$ cat src/rtl/core/tdps_pkg.sv
// Shared types and constants for the trial-division prime-sum unit.
`timescale 1ns / 1ps

package tdps_pkg;

	// Fixed widths of the stream fields.
	localparam int CAND_W     = 32;
	localparam int SUM_W      = 64;
	localparam int IN_DATA_W  = 40;
	localparam int OUT_DATA_W = 72;

	// First divisor of every test and the smallest prime.
	localparam int DIV_START      = 2;
	localparam int SMALLEST_PRIME = 2;

	// Control states of the test sequencer.
	typedef enum logic [3:0] {
		S_IDLE   = 4'b0001,
		S_TEST   = 4'b0010,
		S_DIV    = 4'b0100,
		S_FINISH = 4'b1000
	} state_t;

	// Report of the serial remainder unit.
	typedef struct packed {
		logic done;
		logic zero;
	} rem_status_t;

endpackage

$ cat src/rtl/core/tdps_rem.sv
// Bit-serial restoring remainder unit: one dividend bit per cycle.
`timescale 1ns / 1ps

module tdps_rem import tdps_pkg::*; #(
	parameter int VALUE_WIDTH = 32,
	parameter int DIV_W       = 17
) (
	input  logic                   clk,
	input  logic                   arst_n,
	input  logic                   start,
	input  logic [VALUE_WIDTH-1:0] dividend,
	input  logic [DIV_W-1:0]       divisor,
	output rem_status_t            status
);

	localparam int CNT_W = $clog2(VALUE_WIDTH);

	logic [VALUE_WIDTH-1:0] shift_q;
	logic [DIV_W-1:0]       rem_q;
	logic [CNT_W-1:0]       cnt_q;
	logic                   busy_q;
	logic                   done_q;
	logic                   zero_q;
	logic [DIV_W:0]         trial;
	logic [DIV_W:0]         div_ext;
	logic [DIV_W-1:0]       rem_next;

	// Bring down the next dividend bit and subtract the divisor when it fits.
	assign trial   = {rem_q, shift_q[VALUE_WIDTH-1]};
	assign div_ext = {1'b0, divisor};
	always_comb begin
		if (trial >= div_ext) begin
			rem_next = DIV_W'(trial - div_ext);
		end else begin
			rem_next = trial[DIV_W-1:0];
		end
	end

	// Control: run for one pass over the dividend bits, then report once.
	always_ff @(posedge clk or negedge arst_n) begin
		if (!arst_n) begin
			busy_q <= 1'b0;
			done_q <= 1'b0;
			cnt_q  <= '0;
		end else begin
			done_q <= 1'b0;
			if (start) begin
				busy_q <= 1'b1;
				cnt_q  <= CNT_W'(VALUE_WIDTH - 1);
			end else if (busy_q) begin
				cnt_q <= cnt_q - 1'b1;
				if (cnt_q == '0) begin
					busy_q <= 1'b0;
					done_q <= 1'b1;
				end
			end
		end
	end

	// Datapath: dividend shift line and partial remainder.
	always_ff @(posedge clk) begin
		if (start) begin
			shift_q <= dividend;
			rem_q   <= '0;
		end else if (busy_q) begin
			shift_q <= {shift_q[VALUE_WIDTH-2:0], 1'b0};
			rem_q   <= rem_next;
			zero_q  <= (rem_next == '0);
		end
	end

	assign status.done = done_q;
	assign status.zero = zero_q;

endmodule

$ cat src/rtl/core/trial_division_prime_sum_unit.sv
// Top level: trial-division primality test with a running sum of primes.
//
// Input stream s_*: one item holds a candidate and a clear_sum flag. The
// unit takes an item only when no test is running; s_tready is high while
// it waits for work, even if the last result has not been taken yet.
// Output stream m_*: one item per input item, carrying the prime flag and
// the 64-bit running sum that includes this candidate when it is prime.
// Each trial divisor d (from 2 while d*d <= candidate) costs one pass of
// the bit-serial remainder unit; the squares are kept by adding 2d+1 per
// step. Candidates below 4 finish without any trial and even candidates
// after a single trial. A new item is taken only once the last test is
// through, so tests never overlap.
// A finished result waits in the output register; if m_tready stays low,
// the next test runs but holds its result until the register frees up.
// Reset clears the running sum, the divisor, the sequencer state and the
// output valid flag.
`timescale 1ns / 1ps

module trial_division_prime_sum_unit import tdps_pkg::*; #(
	parameter int VALUE_WIDTH = 32
) (
	input  logic                  clk,
	input  logic                  arst_n,
	input  logic                  s_tvalid,
	output logic                  s_tready,
	// [31:0] candidate, [32] clear_sum, [39:33] zero
	input  logic [IN_DATA_W-1:0]  s_tdata,
	output logic                  m_tvalid,
	input  logic                  m_tready,
	// [0] is_prime, [64:1] prime_sum, [71:65] zero
	output logic [OUT_DATA_W-1:0] m_tdata
);

	localparam int DIV_W = (VALUE_WIDTH + 1) / 2 + 1;
	localparam int SQ_W  = 2 * DIV_W;

	state_t                 state_q;
	logic [VALUE_WIDTH-1:0] n_q;
	logic                   clear_q;
	logic [DIV_W-1:0]       div_q;
	logic [SQ_W-1:0]        sq_q;
	logic                   prime_q;
	logic                   out_prime_q;
	logic                   out_valid_q;
	logic [SUM_W-1:0]       sum_q;

	logic                   in_take;
	logic                   too_small;
	logic                   past_root;
	logic                   rem_start;
	logic                   out_load;
	logic [SQ_W-1:0]        n_ext;
	logic [SUM_W-1:0]       sum_base;
	logic [SUM_W-1:0]       sum_next;
	rem_status_t            rem_st;

	// Handshake and test conditions.
	assign s_tready  = (state_q == S_IDLE);
	assign in_take   = s_tvalid && s_tready;
	assign n_ext     = SQ_W'(n_q);
	assign too_small = (n_q < VALUE_WIDTH'(SMALLEST_PRIME));
	assign past_root = (sq_q > n_ext);
	assign rem_start = (state_q == S_TEST) && !too_small && !past_root;
	assign out_load  = (state_q == S_FINISH) && (!out_valid_q || m_tready);

	// Sum update: clear first, then add a prime candidate.
	assign sum_base = clear_q ? '0 : sum_q;
	assign sum_next = sum_base + (prime_q ? SUM_W'(n_q) : '0);

	tdps_rem #(
		.VALUE_WIDTH (VALUE_WIDTH),
		.DIV_W       (DIV_W)
	) u_rem (
		.clk      (clk),
		.arst_n   (arst_n),
		.start    (rem_start),
		.dividend (n_q),
		.divisor  (div_q),
		.status   (rem_st)
	);

	// Sequencer: check the bound, run one remainder pass, then step the divisor or stop on a zero remainder.
	always_ff @(posedge clk or negedge arst_n) begin
		if (!arst_n) begin
			state_q <= S_IDLE;
			div_q   <= DIV_W'(DIV_START);
			sq_q    <= SQ_W'(DIV_START * DIV_START);
		end else begin
			case (state_q)
				S_IDLE: begin
					if (in_take) begin
						div_q   <= DIV_W'(DIV_START);
						sq_q    <= SQ_W'(DIV_START * DIV_START);
						state_q <= S_TEST;
					end
				end
				S_TEST: begin
					if (too_small || past_root) begin
						state_q <= S_FINISH;
					end else begin
						state_q <= S_DIV;
					end
				end
				S_DIV: begin
					if (rem_st.done) begin
						if (rem_st.zero) begin
							state_q <= S_FINISH;
						end else begin
							sq_q    <= sq_q + SQ_W'({div_q, 1'b1});
							div_q   <= div_q + 1'b1;
							state_q <= S_TEST;
						end
					end
				end
				S_FINISH: begin
					if (out_load) begin
						div_q   <= DIV_W'(DIV_START);
						sq_q    <= SQ_W'(DIV_START * DIV_START);
						state_q <= S_IDLE;
					end
				end
				default: begin
					state_q <= S_IDLE;
				end
			endcase
		end
	end

	// Item payload and verdict of the current test.
	always_ff @(posedge clk) begin
		if (in_take) begin
			n_q     <= s_tdata[VALUE_WIDTH-1:0];
			clear_q <= s_tdata[CAND_W];
		end
		if (state_q == S_TEST) begin
			prime_q <= !too_small;
		end else if ((state_q == S_DIV) && rem_st.done && rem_st.zero) begin
			prime_q <= 1'b0;
		end
	end

	// Output register and running sum, loaded together.
	always_ff @(posedge clk or negedge arst_n) begin
		if (!arst_n) begin
			out_valid_q <= 1'b0;
			sum_q       <= '0;
		end else begin
			if (out_load) begin
				out_valid_q <= 1'b1;
				sum_q       <= sum_next;
			end else if (m_tready) begin
				out_valid_q <= 1'b0;
			end
		end
	end

	always_ff @(posedge clk) begin
		if (out_load) begin
			out_prime_q <= prime_q;
		end
	end

	assign m_tvalid = out_valid_q;
	assign m_tdata  = {(OUT_DATA_W - SUM_W - 1)'(0), sum_q, out_prime_q};

	// A new test always starts from the first divisor.
	a_div_start: assert property (@(posedge clk) disable iff (!arst_n)
		in_take |=> (div_q == DIV_W'(DIV_START)))
		else $error("divisor not restarted for a new item");

	// The remainder unit only reports while the sequencer waits for it.
	a_rem_owner: assert property (@(posedge clk) disable iff (!arst_n)
		rem_st.done |-> (state_q == S_DIV))
		else $error("remainder report outside the divide state");

	// A prime verdict is only given once the square bound is passed.
	a_prime_bound: assert property (@(posedge clk) disable iff (!arst_n)
		(out_load && prime_q) |-> (past_root && !too_small))
		else $error("prime reported before all divisors were tried");

endmodule

$ cat config.mk
export PLATFORM = sky130hd
export DESIGN_NAME = trial_division_prime_sum_unit
export DESIGN_NICKNAME = d
export VERILOG_FILES = /design/src/rtl/core/tdps_pkg.sv /design/src/rtl/core/tdps_rem.sv /design/src/rtl/core/trial_division_prime_sum_unit.sv
export SDC_FILE = /design/constraint.sdc
export NUM_CORES = 1
export LEC_CHECK = 0
export BUFFER_PORTS_ARGS = -buffer_cell sky130_fd_sc_hd__buf_4
export CAP_MARGIN = 20
export CORE_MARGIN = 1.5
export CORE_UTILIZATION = 40
export DETAILED_ROUTE_END_ITERATION = 10
export PLACE_DENSITY = 0.56
export SLEW_MARGIN = 20
export SYNTH_ARGS = -nofsm -noshare
export SYNTH_HDL_FRONTEND = slang
export SYNTH_SLANG_ARGS = --single-unit
$ cat constraint.sdc
create_clock -name clk -period 3.65 [get_ports clk]
set_input_delay 0.365 -clock clk [delete_from_list [all_inputs] [get_ports clk]]
set_output_delay 0.365 -clock clk [all_outputs]
set_load 0.05 [all_outputs]
==> impl_metrics.py <==
metrics = {
    "critical_path": {
        "endpoint": "sum_q[63]",
        "crit_arrival_ps": 3880,
        "r2r-start": "prime_q",
        "rrSetupSlack_ps": 190,
        "crit_start": "prime_q",
        "r2r_cells": 13,
        "path_max_fanout": 17,
        "crit_type": "flip-flop to flip-flop",
        "required_ps": 4080,
        "end_kind": "flip-flop",
        "r2r-end": "sum_q[63]",
        "start_kind": "flip-flop",
    },
    "global_route": {
        "grt_pass1_wl_um": 56900,
        "antenna_found_initial": 0,
        "track_usage_pct": 19.7,
        "grt_max_degree": 77,
        "grt_pass1_vias": 10622,
        "grt.overflow.total": 0,
    },
    "placement": {
        "place.gp.congestion": 0.869,
        "dpl.hpwl_um": 25400,
        "post-place-cells": 1981,
        "port-buffer-count": 103,
    },
    "synthesis": {
        "synth_most_common_cell": "nand2_1",
        "yosysWarnings": 0,
        "synth-seq-cells": 212,
        "synth_mux_area_share_pct": 4.48,
        "synth_area_leaders": "dfrtp_1 23%, edfxtp_1 15%, ha_1 9.2%",
        "synth_top_family_by_area": "simple AND/OR/NAND/NOR gates",
        "synth_top_flop_cell": "dfrtp_1",
        "yosys.area_share.simple_pct": 18.5,
        "synthCells": 1438,
        "yosys.area.top_type": "dfrtp_1",
        "avgSynthCellArea_um2": 9.55,
        "synth.cell_area_mm2": 0.0137,
        "synth-compound-area-share_pct": 15.8,
        "synth_cell_types": 90,
        "synth-adder-area-share_pct": 9.64,
        "synth_edf_count": 68,
        "synth-xor-area-share_pct": 6.76,
        "ys_seq_area_share_pct": 40.5,
        "synth_top_area_share_pct": 22.6,
        "synth_commonest_cells": "134 x nand2_1, 124 x dfrtp_1, 101 x ha_1, 88 x nor2_1",
        "synthArstFlopShare_pct": 59.9,
    },
    "clocking": {
        "cts_tree": "built",
        "cts_buffer_depth": 3,
        "clkTransAtPathRegs_ps": 60,
        "h-tree-depth": 1,
        "clock_latency_ps": 550,
        "cts_root_buf": "clkbuf_16",
        "cts_made_buffers": 26,
        "clkSinkCount": 212,
    },
    "cells_and_area": {
        "layout-drive-gt1-share_pct": 17.2,
        "antenna_cells": 0,
        "stdcell_count": 2069,
        "nNetsFinal": 1749,
        "area_growth_syn_to_layout_pct": 21.1,
    },
    "timing": {
        "finalHoldViolCount": 0,
        "hold_ws_ps": 157,
        "skew_ps": 15.4,
        "rsz0062_at_grt": "yes",
        "fin_crit_sh_pct": 94.8,
        "fin_tns_setup_ps": 0,
        "slew_headroom_pct": 46.5,
        "maxSlewViolCount": 0,
        "layout_min_cycle_time_ps": 3460,
        "setup_viol": 0,
        "tightest_slew_ps": 801,
        "fmax_mhz": 289,
    },
    "routing": {
        "drc": 0,
        "drt-total-wl_um": 35000,
        "postRouteAntennaNets": 0,
        "post_drt_wl_per_cell_um": 16.9,
        "num_vias": 10950,
        "first_pass_iters": 6,
        "vias_per_cell": 5.29,
        "drt_iter0_markers": 565,
    },
    "floorplan": {
        "std_cell_rows": 67,
        "io-pin-count": 118,
        "core_mm2": 0.0337,
        "start_util_pct": 40.7,
        "dieArea_mm2": 0.0355,
        "die_w_um": 188,
        "fp.dieH_um": 188,
    },
    "power": {
        "peakVddDrop_v": 0.000654,
        "power_density_mw_per_mm2": 590,
        "cellInternalPower_mw": 6.41,
        "switching_share_pct": 34.7,
        "power.switching_mw": 3.40,
        "p_leak_nw": 7.51,
        "comb_power_share_pct": 36.7,
        "clockPowerShare_pct": 28.3,
        "seqPwrFrac_pct": 35.0,
    },
    "hold_path": {
        "worstHoldStart": "m_tready",
        "hold_class": "input port to flip-flop",
    },
    "run": {
        "maxCapViolations": 0,
    },
    "status": {
        "outcome": "complete, no violations",
    },
}
-- worst max-delay path: stages (launching register included) --
cell	delay, ps
edfxtp_1	500
buf_4	190
buf_4	180
and2_1	170
ha_2	380
and3_2	230
and4_2	310
nand4_1	110
nand3_1	130
a21oi_1	160
buf_4	200
a2111oi_4	450
nand4_1	160
xor2_1	160
-- cells in the final DEF, fill, tap and decap left out, types with 12 or more instances in the layout --
master	netlist	final
o21ai_0	82	81
xnor2_1	52	52
inv_1	82	82
ha_1	101	100
mux2_2	36	36
a21o_1	54	54
nor2b_1	41	40
edfxtp_1	68	68
xor2_1	54	54
and3_1	13	12
and2_1	40	40
nand2_1	134	134
nand2b_1	14	14
buf_4	10	147
mux2i_1	21	21
nor2_1	88	86
dlygate4sd3_1	0	34
dfxtp_1	17	17
nand4_1	36	36
a211oi_1	21	21
nand3_1	31	31
clkbuf_16	0	27
nor3_1	22	20
a21oi_1	81	81
dfrtp_1	124	124
-- timing repair --
action                                  4_1_cts  5_1_grt
setup buffers                                 2        3
endpoints found under the setup margin        5       32
pin swaps                                     0        3
resized for setup                             0       15
endpoints found under the hold margin       105        0
hold buffers                                 34        0
-- through the flow --
stage	setup WS, ps	power (mW)	cell area (um^2)	utilization (%)
global route	-16.8	10.4	16600	49.4
floorplan	62.3	5.94	13800	-
global placement	7.88	6.94	15300	45.3
finish	192	9.81	16600	49.4
CTS	60.7	9.87	16500	49.1
detailed placement	-40.4	6.99	15300	45.3
-- cell families after synthesis --
logic type	count (synthesis)
AOI/OAI and AO/OA	330
and+or+nand+nor	484
xor gates and xnor gates	106
DFF	212
other	1
muxes	57
adders and majority gates	104
buffers and inverters	144
-- flip-flops by register name, summed over array words and instances, names as in the netlist --
name and cells:
n_q 32, u_rem.busy_q 1, div_q 17, clear_q 1, u_rem.cnt_q 5, state_q 4
u_rem.done_q 1, sq_q 34, m_tvalid 1, u_rem.zero_q 1, sum_q 64, out_prime_q 1
u_rem.rem_q 17, u_rem.shift_q 32, prime_q 1
-- layer usage --
layer | vias to the layer above | wire length (um) | track usage, %
met5 | - | 0 | 0
met4 | 0 | 889 | 5.48
li1 | 5484 | - | -
met2 | 193 | 16100 | 31.9
met1 | 5227 | 16500 | 27.4
met3 | 46 | 1580 | 2.91
-- power by group through the flow --
stage                     clock, mW  combinational [mW]  sequential, mW
after floorplan                   0                2.65            3.30
after global placement            0                3.47            3.48
after detailed placement          0                3.50            3.48
after CTS                      2.86                3.57            3.44
after global routing           2.94                4.01            3.50
final                          2.78                3.60            3.44
-- cell type report --
cell class	instances	area [um^2]
multi-input combinational	1088	7690
inverter	84	315
sequential	212	5560
clock inverter	11	158
timing repair buffer	189	1580
tap	448	561
fill	3166	17100
clock buffer	37	763
-- how the worst min path moves through the flow --
| stage | end | slack [ps] | depth (start not counted) |
|---|---|---|---|
| 4_1_cts | state_q[2] | 130 | 2 |
| 3_3_place_gp | sum_q[11] | 450 | 1 |
| 6_report | state_q[0] | 160 | 3 |
| 3_5_place_dp | sum_q[11] | 450 | 1 |
| 2_1_floorplan | div_q[0] | 70 | 0 |
| 5_1_grt | state_q[2] | 150 | 2 |
(Power assumes the default switching activity.)
